--- src/hw/rtl/dgsp_pkg.sv ---
// dgsp_pkg: shared constants, command codes and memory request structs
// for the dense graph shortest path block; no dependencies
package dgsp_pkg;

    localparam int MAX_VERTICES  = 64;
    localparam int VIDX_BITS     = $clog2(MAX_VERTICES);
    localparam int COUNT_BITS    = $clog2(MAX_VERTICES + 1);
    localparam int ADJ_ADDR_BITS = 2 * VIDX_BITS;
    localparam int WEIGHT_BITS   = 16;
    localparam int DIST_BITS     = 24;
    localparam int CMD_BITS      = 2;
    localparam int CFG_BITS      = 7;

    localparam logic [DIST_BITS-1:0] DIST_MAX = {DIST_BITS{1'b1}};
    localparam logic [CFG_BITS-1:0]  VCOUNT_RESET = CFG_BITS'(MAX_VERTICES);

    localparam logic [CMD_BITS-1:0] CMD_CLEAR = 2'd0;
    localparam logic [CMD_BITS-1:0] CMD_ADD   = 2'd1;
    localparam logic [CMD_BITS-1:0] CMD_RUN   = 2'd2;

    typedef struct packed {
        logic                     we;
        logic [ADJ_ADDR_BITS-1:0] waddr;
        logic [WEIGHT_BITS-1:0]   wdata;
        logic [ADJ_ADDR_BITS-1:0] raddr;
    } adj_req_t;

    typedef struct packed {
        logic                 we;
        logic [VIDX_BITS-1:0] waddr;
        logic [DIST_BITS-1:0] wdata;
        logic [VIDX_BITS-1:0] raddr;
    } dist_req_t;

endpackage

--- src/hw/rtl/dgsp_if.sv ---
// dgsp interfaces: command, result and setup channels with valid/ready
// depends on dgsp_pkg
interface dgsp_item_if;
    import dgsp_pkg::*;
    logic                   valid;
    logic                   ready;
    logic [CMD_BITS-1:0]    cmd;
    logic [VIDX_BITS-1:0]   vertex_a;
    logic [VIDX_BITS-1:0]   vertex_b;
    logic [WEIGHT_BITS-1:0] edge_weight;
    modport source (output valid, cmd, vertex_a, vertex_b, edge_weight, input ready);
    modport sink (input valid, cmd, vertex_a, vertex_b, edge_weight, output ready);
endinterface

interface dgsp_result_if;
    import dgsp_pkg::*;
    logic                 valid;
    logic                 ready;
    logic [VIDX_BITS-1:0] vertex_id;
    logic [DIST_BITS-1:0] distance;
    logic                 reachable;
    logic                 last_result;
    modport source (output valid, vertex_id, distance, reachable, last_result, input ready);
    modport sink (input valid, vertex_id, distance, reachable, last_result, output ready);
endinterface

interface dgsp_setup_if;
    import dgsp_pkg::*;
    logic                valid;
    logic                ready;
    logic [CFG_BITS-1:0] data;
    modport source (output valid, data, input ready);
    modport sink (input valid, data, output ready);
endinterface

--- src/hw/rtl/dgsp_ctrl.sv ---
// dgsp_ctrl: command sequencer, clearing sweep, min scan, relaxation and emission
// depends on dgsp_pkg and the dgsp interfaces
module dgsp_ctrl (
    input  logic                           clk,
    input  logic                           rst_n,
    dgsp_item_if.sink                      item,
    dgsp_result_if.source                  result,
    dgsp_setup_if.sink                     setup,
    output dgsp_pkg::adj_req_t             adj_req,
    output dgsp_pkg::dist_req_t            dist_req,
    input  logic [dgsp_pkg::WEIGHT_BITS-1:0] adj_rdata,
    input  logic [dgsp_pkg::DIST_BITS-1:0]   dist_rdata
);
    import dgsp_pkg::*;

    typedef enum logic [2:0] {
        ST_CLEAR,
        ST_IDLE,
        ST_ADD,
        ST_INIT,
        ST_SCAN,
        ST_RELAX,
        ST_EMIT
    } state_t;

    state_t                   state_reg, state_next;
    logic [ADJ_ADDR_BITS-1:0] cnt_reg, cnt_next;
    logic [COUNT_BITS-1:0]    idx_reg, idx_next;
    logic [COUNT_BITS-1:0]    round_reg, round_next;
    logic                     pend_reg, pend_next;
    logic [VIDX_BITS-1:0]     pidx_reg, pidx_next;
    logic                     found_reg, found_next;
    logic [VIDX_BITS-1:0]     best_idx_reg, best_idx_next;
    logic [DIST_BITS-1:0]     best_val_reg, best_val_next;
    logic [VIDX_BITS-1:0]     u_reg, u_next;
    logic [DIST_BITS-1:0]     du_reg, du_next;
    logic [MAX_VERTICES-1:0]  done_reg, done_next;
    logic [MAX_VERTICES-1:0]  reached_reg, reached_next;
    logic [CFG_BITS-1:0]      vcount_reg, vcount_next;
    logic [VIDX_BITS-1:0]     a_reg, a_next;
    logic [VIDX_BITS-1:0]     b_reg, b_next;
    logic [WEIGHT_BITS-1:0]   w_reg, w_next;
    logic                     out_valid_reg, out_valid_next;
    logic [VIDX_BITS-1:0]     out_id_reg, out_id_next;
    logic [DIST_BITS-1:0]     out_dist_reg, out_dist_next;
    logic                     out_reach_reg, out_reach_next;
    logic                     out_last_reg, out_last_next;

    logic [COUNT_BITS-1:0]    n_act;
    logic [COUNT_BITS-1:0]    n_last;
    logic [COUNT_BITS:0]      round_plus2;
    logic [DIST_BITS:0]       cand_sum;
    logic [DIST_BITS-1:0]     cand;
    logic                     issue_ok;

    // clamp of the vertex count register
    always_comb
    begin
        if (vcount_reg < CFG_BITS'(2))
        begin
            n_act = COUNT_BITS'(2);
        end
        else if (vcount_reg > CFG_BITS'(MAX_VERTICES))
        begin
            n_act = COUNT_BITS'(MAX_VERTICES);
        end
        else
        begin
            n_act = COUNT_BITS'(vcount_reg);
        end
    end

    assign n_last      = n_act - COUNT_BITS'(1);
    assign round_plus2 = {1'b0, round_reg} + (COUNT_BITS + 1)'(2);
    assign cand_sum    = {1'b0, du_reg} + (DIST_BITS + 1)'(adj_rdata);
    assign cand        = cand_sum[DIST_BITS] ? DIST_MAX : cand_sum[DIST_BITS-1:0];
    assign issue_ok    = (idx_reg < n_act);

    assign item.ready         = (state_reg == ST_IDLE);
    assign setup.ready        = 1'b1;
    assign result.valid       = out_valid_reg;
    assign result.vertex_id   = out_id_reg;
    assign result.distance    = out_dist_reg;
    assign result.reachable   = out_reach_reg;
    assign result.last_result = out_last_reg;

    always_comb
    begin
        state_next     = state_reg;
        cnt_next       = cnt_reg;
        idx_next       = idx_reg;
        round_next     = round_reg;
        pend_next      = 1'b0;
        pidx_next      = pidx_reg;
        found_next     = found_reg;
        best_idx_next  = best_idx_reg;
        best_val_next  = best_val_reg;
        u_next         = u_reg;
        du_next        = du_reg;
        done_next      = done_reg;
        reached_next   = reached_reg;
        vcount_next    = vcount_reg;
        a_next         = a_reg;
        b_next         = b_reg;
        w_next         = w_reg;
        out_valid_next = out_valid_reg && !result.ready;
        out_id_next    = out_id_reg;
        out_dist_next  = out_dist_reg;
        out_reach_next = out_reach_reg;
        out_last_next  = out_last_reg;

        adj_req.we     = 1'b0;
        adj_req.waddr  = {a_reg, b_reg};
        adj_req.wdata  = w_reg;
        adj_req.raddr  = {u_reg, idx_reg[VIDX_BITS-1:0]};
        dist_req.we    = 1'b0;
        dist_req.waddr = pidx_reg;
        dist_req.wdata = cand;
        dist_req.raddr = idx_reg[VIDX_BITS-1:0];

        if (setup.valid)
        begin
            vcount_next = setup.data;
        end

        unique case (state_reg)
            ST_CLEAR:
            begin
                adj_req.we    = 1'b1;
                adj_req.waddr = cnt_reg;
                adj_req.wdata = '0;
                cnt_next      = cnt_reg + ADJ_ADDR_BITS'(1);
                if (cnt_reg == {ADJ_ADDR_BITS{1'b1}})
                begin
                    state_next = ST_IDLE;
                end
            end
            ST_IDLE:
            begin
                if (item.valid)
                begin
                    case (item.cmd)
                        CMD_CLEAR:
                        begin
                            cnt_next   = '0;
                            state_next = ST_CLEAR;
                        end
                        CMD_ADD:
                        begin
                            adj_req.we    = 1'b1;
                            adj_req.waddr = {item.vertex_a, item.vertex_b};
                            adj_req.wdata = item.edge_weight;
                            a_next        = item.vertex_a;
                            b_next        = item.vertex_b;
                            w_next        = item.edge_weight;
                            state_next    = ST_ADD;
                        end
                        CMD_RUN:
                        begin
                            state_next = ST_INIT;
                        end
                        default:
                        begin
                            state_next = ST_IDLE;
                        end
                    endcase
                end
            end
            ST_ADD:
            begin
                // mirrored entry
                adj_req.we    = 1'b1;
                adj_req.waddr = {b_reg, a_reg};
                state_next    = ST_IDLE;
            end
            ST_INIT:
            begin
                done_next      = '0;
                reached_next   = {{(MAX_VERTICES-1){1'b0}}, 1'b1};
                dist_req.we    = 1'b1;
                dist_req.waddr = '0;
                dist_req.wdata = '0;
                idx_next       = '0;
                round_next     = '0;
                found_next     = 1'b0;
                state_next     = ST_SCAN;
            end
            ST_SCAN:
            begin
                if (issue_ok)
                begin
                    pend_next = 1'b1;
                    pidx_next = idx_reg[VIDX_BITS-1:0];
                    idx_next  = idx_reg + COUNT_BITS'(1);
                end
                if (pend_reg && !done_reg[pidx_reg] && reached_reg[pidx_reg]
                    && (!found_reg || dist_rdata < best_val_reg))
                begin
                    found_next    = 1'b1;
                    best_idx_next = pidx_reg;
                    best_val_next = dist_rdata;
                end
                if (!issue_ok && !pend_reg)
                begin
                    idx_next = '0;
                    if (found_reg)
                    begin
                        done_next[best_idx_reg] = 1'b1;
                        u_next                  = best_idx_reg;
                        du_next                 = best_val_reg;
                        state_next              = ST_RELAX;
                    end
                    else
                    begin
                        state_next = ST_EMIT;
                    end
                end
            end
            ST_RELAX:
            begin
                if (issue_ok)
                begin
                    pend_next = 1'b1;
                    pidx_next = idx_reg[VIDX_BITS-1:0];
                    idx_next  = idx_reg + COUNT_BITS'(1);
                end
                if (pend_reg && !done_reg[pidx_reg] && adj_rdata != '0
                    && (!reached_reg[pidx_reg] || cand < dist_rdata))
                begin
                    dist_req.we            = 1'b1;
                    reached_next[pidx_reg] = 1'b1;
                end
                if (!issue_ok && !pend_reg)
                begin
                    idx_next = '0;
                    if (round_plus2 < {1'b0, n_act})
                    begin
                        round_next = round_reg + COUNT_BITS'(1);
                        found_next = 1'b0;
                        state_next = ST_SCAN;
                    end
                    else
                    begin
                        state_next = ST_EMIT;
                    end
                end
            end
            ST_EMIT:
            begin
                if (issue_ok && !pend_reg && (!out_valid_reg || result.ready))
                begin
                    pend_next = 1'b1;
                    pidx_next = idx_reg[VIDX_BITS-1:0];
                    idx_next  = idx_reg + COUNT_BITS'(1);
                end
                if (pend_reg)
                begin
                    out_valid_next = 1'b1;
                    out_id_next    = pidx_reg;
                    out_reach_next = reached_reg[pidx_reg];
                    out_dist_next  = reached_reg[pidx_reg] ? dist_rdata : DIST_MAX;
                    out_last_next  = (COUNT_BITS'(pidx_reg) == n_last);
                    if (COUNT_BITS'(pidx_reg) == n_last)
                    begin
                        state_next = ST_IDLE;
                    end
                end
            end
            default:
            begin
                state_next = ST_IDLE;
            end
        endcase
    end

    always_ff @(posedge clk or negedge rst_n)
    begin
        if (!rst_n)
        begin
            state_reg     <= ST_CLEAR;
            cnt_reg       <= '0;
            idx_reg       <= '0;
            round_reg     <= '0;
            pend_reg      <= 1'b0;
            pidx_reg      <= '0;
            found_reg     <= 1'b0;
            best_idx_reg  <= '0;
            best_val_reg  <= '0;
            u_reg         <= '0;
            du_reg        <= '0;
            done_reg      <= '0;
            reached_reg   <= '0;
            vcount_reg    <= VCOUNT_RESET;
            a_reg         <= '0;
            b_reg         <= '0;
            w_reg         <= '0;
            out_valid_reg <= 1'b0;
            out_id_reg    <= '0;
            out_dist_reg  <= '0;
            out_reach_reg <= 1'b0;
            out_last_reg  <= 1'b0;
        end
        else
        begin
            state_reg     <= state_next;
            cnt_reg       <= cnt_next;
            idx_reg       <= idx_next;
            round_reg     <= round_next;
            pend_reg      <= pend_next;
            pidx_reg      <= pidx_next;
            found_reg     <= found_next;
            best_idx_reg  <= best_idx_next;
            best_val_reg  <= best_val_next;
            u_reg         <= u_next;
            du_reg        <= du_next;
            done_reg      <= done_next;
            reached_reg   <= reached_next;
            vcount_reg    <= vcount_next;
            a_reg         <= a_next;
            b_reg         <= b_next;
            w_reg         <= w_next;
            out_valid_reg <= out_valid_next;
            out_id_reg    <= out_id_next;
            out_dist_reg  <= out_dist_next;
            out_reach_reg <= out_reach_next;
            out_last_reg  <= out_last_next;
        end
    end

endmodule
--- src/flat_wrapper.sv ---
// flat-port wrapper written by rule: the top's interface ports become plain ports
module dgsp_ctrl_flat import dgsp_pkg::*;
  (clk, rst_n, adj_req, dist_req, adj_rdata, dist_rdata, item_valid, item_cmd, item_vertex_a, item_vertex_b, item_edge_weight, item_ready, result_valid, result_vertex_id, result_distance, result_reachable, result_last_result, result_ready, setup_valid, setup_data, setup_ready);
  dgsp_item_if item_i ();
  dgsp_result_if result_i ();
  dgsp_setup_if setup_i ();
  input  logic clk;
  input  logic rst_n;
  output dgsp_pkg::adj_req_t adj_req;
  output dgsp_pkg::dist_req_t dist_req;
  input  logic [dgsp_pkg::WEIGHT_BITS-1:0] adj_rdata;
  input  logic [dgsp_pkg::DIST_BITS-1:0] dist_rdata;
  input wire logic [$bits(item_i.valid)-1:0] item_valid;
  input wire logic [$bits(item_i.cmd)-1:0] item_cmd;
  input wire logic [$bits(item_i.vertex_a)-1:0] item_vertex_a;
  input wire logic [$bits(item_i.vertex_b)-1:0] item_vertex_b;
  input wire logic [$bits(item_i.edge_weight)-1:0] item_edge_weight;
  output wire logic [$bits(item_i.ready)-1:0] item_ready;
  output wire logic [$bits(result_i.valid)-1:0] result_valid;
  output wire logic [$bits(result_i.vertex_id)-1:0] result_vertex_id;
  output wire logic [$bits(result_i.distance)-1:0] result_distance;
  output wire logic [$bits(result_i.reachable)-1:0] result_reachable;
  output wire logic [$bits(result_i.last_result)-1:0] result_last_result;
  input wire logic [$bits(result_i.ready)-1:0] result_ready;
  input wire logic [$bits(setup_i.valid)-1:0] setup_valid;
  input wire logic [$bits(setup_i.data)-1:0] setup_data;
  output wire logic [$bits(setup_i.ready)-1:0] setup_ready;
  assign item_i.valid = item_valid;
  assign item_i.cmd = item_cmd;
  assign item_i.vertex_a = item_vertex_a;
  assign item_i.vertex_b = item_vertex_b;
  assign item_i.edge_weight = item_edge_weight;
  assign item_ready = item_i.ready;
  assign result_valid = result_i.valid;
  assign result_vertex_id = result_i.vertex_id;
  assign result_distance = result_i.distance;
  assign result_reachable = result_i.reachable;
  assign result_last_result = result_i.last_result;
  assign result_i.ready = result_ready;
  assign setup_i.valid = setup_valid;
  assign setup_i.data = setup_data;
  assign setup_ready = setup_i.ready;
  dgsp_ctrl u_core (.clk(clk), .rst_n(rst_n), .item(item_i), .result(result_i), .setup(setup_i), .adj_req(adj_req), .dist_req(dist_req), .adj_rdata(adj_rdata), .dist_rdata(dist_rdata));
endmodule
--- config.mk ---
export PLATFORM = sky130hd
export DESIGN_NAME = dgsp_ctrl_flat
export DESIGN_NICKNAME = d
export VERILOG_FILES = /design/src/hw/rtl/dgsp_pkg.sv /design/src/hw/rtl/dgsp_if.sv /design/src/hw/rtl/dgsp_ctrl.sv /design/src/flat_wrapper.sv
export SDC_FILE = /design/constraint.sdc
export NUM_CORES = 1
export LEC_CHECK = 0
export BUFFER_PORTS_ARGS = -buffer_cell sky130_fd_sc_hd__buf_4
export CORE_ASPECT_RATIO = 0.5
export CORE_UTILIZATION = 25
export CTS_CLUSTER_DIAMETER = 100
export DETAILED_ROUTE_END_ITERATION = 8
export GPL_TIMING_DRIVEN = 1
export PLACE_DENSITY = 0.48
export SYNTH_ARGS = -nofsm -noshare
export SYNTH_HDL_FRONTEND = slang
export SYNTH_SLANG_ARGS = --single-unit
export TNS_END_PERCENT = 10
--- constraint.sdc ---
create_clock -name clk -period 14.4 [get_ports clk]
set_clock_uncertainty 0.05 [all_clocks]
set_input_delay 3.6 -clock clk [delete_from_list [all_inputs] [get_ports clk]]
set_output_delay 3.6 -clock clk [all_outputs]
set_load 0.01 [all_outputs]
==> summary.md <==
| Metric | Value |
|---|---|
| Dpl hpwl | 35.8 mm |
| Fill count | 6736 |
| Dpl cells | 2756 |
| DIE WIDTH | 364 um |
| RSZ-0062 raised after global routing | false |
| Post_cts resized | 0 |
| Clock Tree Buf Depth | 3 |
| Max-slew violation count | 0 |
| Status | finished clean |
| Multi-input gate area | 8240 sq um |
| Wire length per cell | 18.6 um |
| Avg Cell Area, Syn | 9.15 sq um |
| DRT Pass-1 Iters | 5 |
| Clk_lat worst skew | 0.54 ns |
| # setup viols final | 0 |
| CTS Buf Count | 34 |
| Yosys reg bits | 293 |
| CTS sink cnt | 293 |
| First-pass GRT wire length | 82.4 mm |
| Worst hold start | u_core.best_val_reg[23] |
| Critical Path AT | 8.03 ns |
| Hold Buf Count CTS | 0 |
| CP Launch Type | input pin |
| RR Endpoint | u_core.reached_reg[53] |
| Synth top cells by count | nand2_1 (375), dfrtp_1 (292), o21ai_0 (159) |
| Launch point of the worst reg-to-reg path | u_core.du_reg[0] |
| Drt total wl | 52.3 mm |
| Synthesis-to-finish area growth | 20.3% |
| Synth area leader | dfrtp_1 |
| Initial Util | 0.256 |
| Hold path depth | 2 |
| Synth Warn # | 0 |
| Setup TNS | 0 ns |
| Crit path required time | 10.75 ns |
| Minimum clock period after layout | 11.68 ns |
| Max FO, Critical Path | 23 |
| Post-CTS Setup Inserts | 0 |
| Slew headroom | 0.233 |
| Pint | 2.23 mW |
| Cell count after synthesis | 1789 |
| Die area | 66600 sq um |
| Flip-flop and latch area | 7330 sq um |
| Post-synth top area share | 0.446 |
| H-tree Lvls | 2 |
| Min-Delay Path Class | flip-flop to flip-flop |
| MaxCap Viol Count | 0 |
| Cell Rows | 65 |
| Slew @ Worst Pin | 1.14 ns |
| Sequential fraction of the synthesis area | 0.448 |
| Reg2Reg Setup Slack | 8.93 ns |
| Pwr/cell area | 194 nW/um^2 |
| Critical path class | input pin to output port |
| Met1 Usage GRT | 0.216 |
| Sequential share of power | 0.311 |
| Clock transition at path regs | 0.06 ns |
| Fmax | 85.6 MHz |
| Final net count | 2087 |
| Top-count cell post-synth | nand2_1 |
| Sw power | 1.59 mW |
| DRT antenna net count | 0 |
| GP Congestion | 0.816 |
| Ys async rst share | 1.00 |
| Layout cells sized above 1 | 0.171 |
| DRC viols | 0 |
| EDFF count, synth | 0 |
| R2R depth | 20 |
| GRT met3 Usage | 0.0238 |
| Worst hold endpoint | u_core.du_reg[23] |
| Netlist cell types | 81 |
| VDD IR max | 0.0000964 V |
| TritonCTS clock tree | built |
| Vias in the first global route | 13725 |
| Dominant synthesized flop cell | dfrtp_1 |
| Top post-synthesis cells by area | dfrtp_1 (45%), nand2_1 (8.6%), ha_1 (6.3%) |
| Antenna cells | 0 |
| Clk root buf | clkbuf_16 |
| Cell area after synthesis | 16400 sq um |
| Combinational cell fraction of total power | 0.453 |
| Final Hold Viols | 0 |
| Sw frac | 0.416 |
| Port Buf Inserts | 193 |
| # IOs | 195 |
| Die span in y | 183 um |
| Worst setup EP type | output port |
| Peak-usage layer in the global routing report | met2 |
| Clk pwr share | 0.236 |
| Vias | 13605 |
| Initial antenna violation count | 0 |
| Synthesized Nets | 1955 |
| Avg Vias per Cell | 4.84 |
| Core area | 63800 sq um |
| Total global-route track usage | 0.158 |
| Met2 Use GR | 0.262 |
| Initial DRC Count | 922 |
| Leakage | 9.51 nW |
| Layout Cells excl Fill | 2812 |
| Tcrit/Tclk final | 0.811 |
| GRT overflow | 0 |
| Largest net degree at the start of global routing | 85 |
==> worst max path at each step <==
stage | startpoint | end | slack [ns] | cells past startpoint
after floorplan | adj_rdata[0] | dist_req[36] | 3.16 | 22
after global placement | adj_rdata[0] | dist_req[36] | 2.74 | 21
after detailed placement | adj_rdata[0] | dist_req[36] | 2.66 | 21
after CTS | adj_rdata[0] | dist_req[36] | 2.64 | 21
after global routing | adj_rdata[0] | dist_req[36] | 2.36 | 21
final | adj_rdata[0] | dist_req[36] | 2.72 | 21
==> power groups by stage <==
stage | Combinational, mW | Clock, mW | Sequential, mW
5_1_grt | 1.94 | 0.966 | 1.22
3_3_place_gp | 1.75 | 0 | 1.20
4_1_cts | 1.76 | 0.935 | 1.19
2_1_floorplan | 1.10 | 0 | 1.16
6_report | 1.73 | 0.901 | 1.19
3_5_place_dp | 1.75 | 0 | 1.21
==> cell families after synthesis <==
logic type	after synthesis	share of synthesized area
compound gates	424	0.170
xor+xnor	35	0.0187
fa+ha+maj	84	0.0647
buf+inv	191	0.0516
flops	293	0.448
mux	90	0.0688
other cells	1	0.000229
simple gates	671	0.178
==> area by class of cell <==
class | count | share of cell area
multi-input cells | 1305 | 0.418
flip-flops and latches | 293 | 0.373
repair buffers | 216 | 0.0828
well taps | 871 | 0.0554
clock buffers | 46 | 0.0496
inverters | 71 | 0.0135
clock inverters | 10 | 0.00769
==> critical path: stages <==
cell and delay, ns:
buf_4 0.11, ha_1 0.22, fa_1 0.44, a211oi_1 0.30
o21ai_0 0.18, nand3_1 0.23, nor2_1 0.09, or2_2 0.34
a21oi_2 0.33, buf_4 0.32, nand2_1 0.08, ha_1 0.30
a21o_1 0.16, a21o_1 0.17, a211oi_1 0.21, o21ai_0 0.16
a21oi_1 0.16, a21o_1 0.27, nand2_1 0.12, nand2_1 0.11
buf_4 0.13
==> layer usage <==
metal | up-vias | share of wire
met5 | - | 0
met4 | 0 | 0.017
met3 | 57 | 0.037
met2 | 250 | 0.47
met1 | 6735 | 0.47
li1 | 6563 | -
==> cells in the final DEF, fill, tap and decap left out, drive strengths merged, types with 19 or more instances in the layout <==
| cell type | instances |
|---|---|
| nand2 | 375 |
| ha | 83 |
| a41oi | 61 |
| nor2 | 143 |
| buf | 216 |
| nand4 | 19 |
| a21o | 22 |
| nor3 | 19 |
| nand3 | 25 |
| o21ai | 164 |
| mux2 | 30 |
| dfrtp | 292 |
| a21oi | 63 |
| xor2 | 19 |
| inv | 70 |
| clkbuf | 46 |
| mux2i | 45 |
==> metrics by stage <==
step	util	cell area, sq um	setup WS [ns]	hold WS (ns)	power, mW
after CTS	0.308	19700	2.64	0.430	3.89
after detailed placement	0.291	18600	2.66	0.412	2.96
final	0.308	19700	2.72	0.421	3.83
after floorplan	-	16400	3.16	0.393	2.26
after global placement	0.291	18600	2.74	0.408	2.95
after global routing	0.308	19700	2.36	0.440	4.12
(Power assumes the default switching activity.)
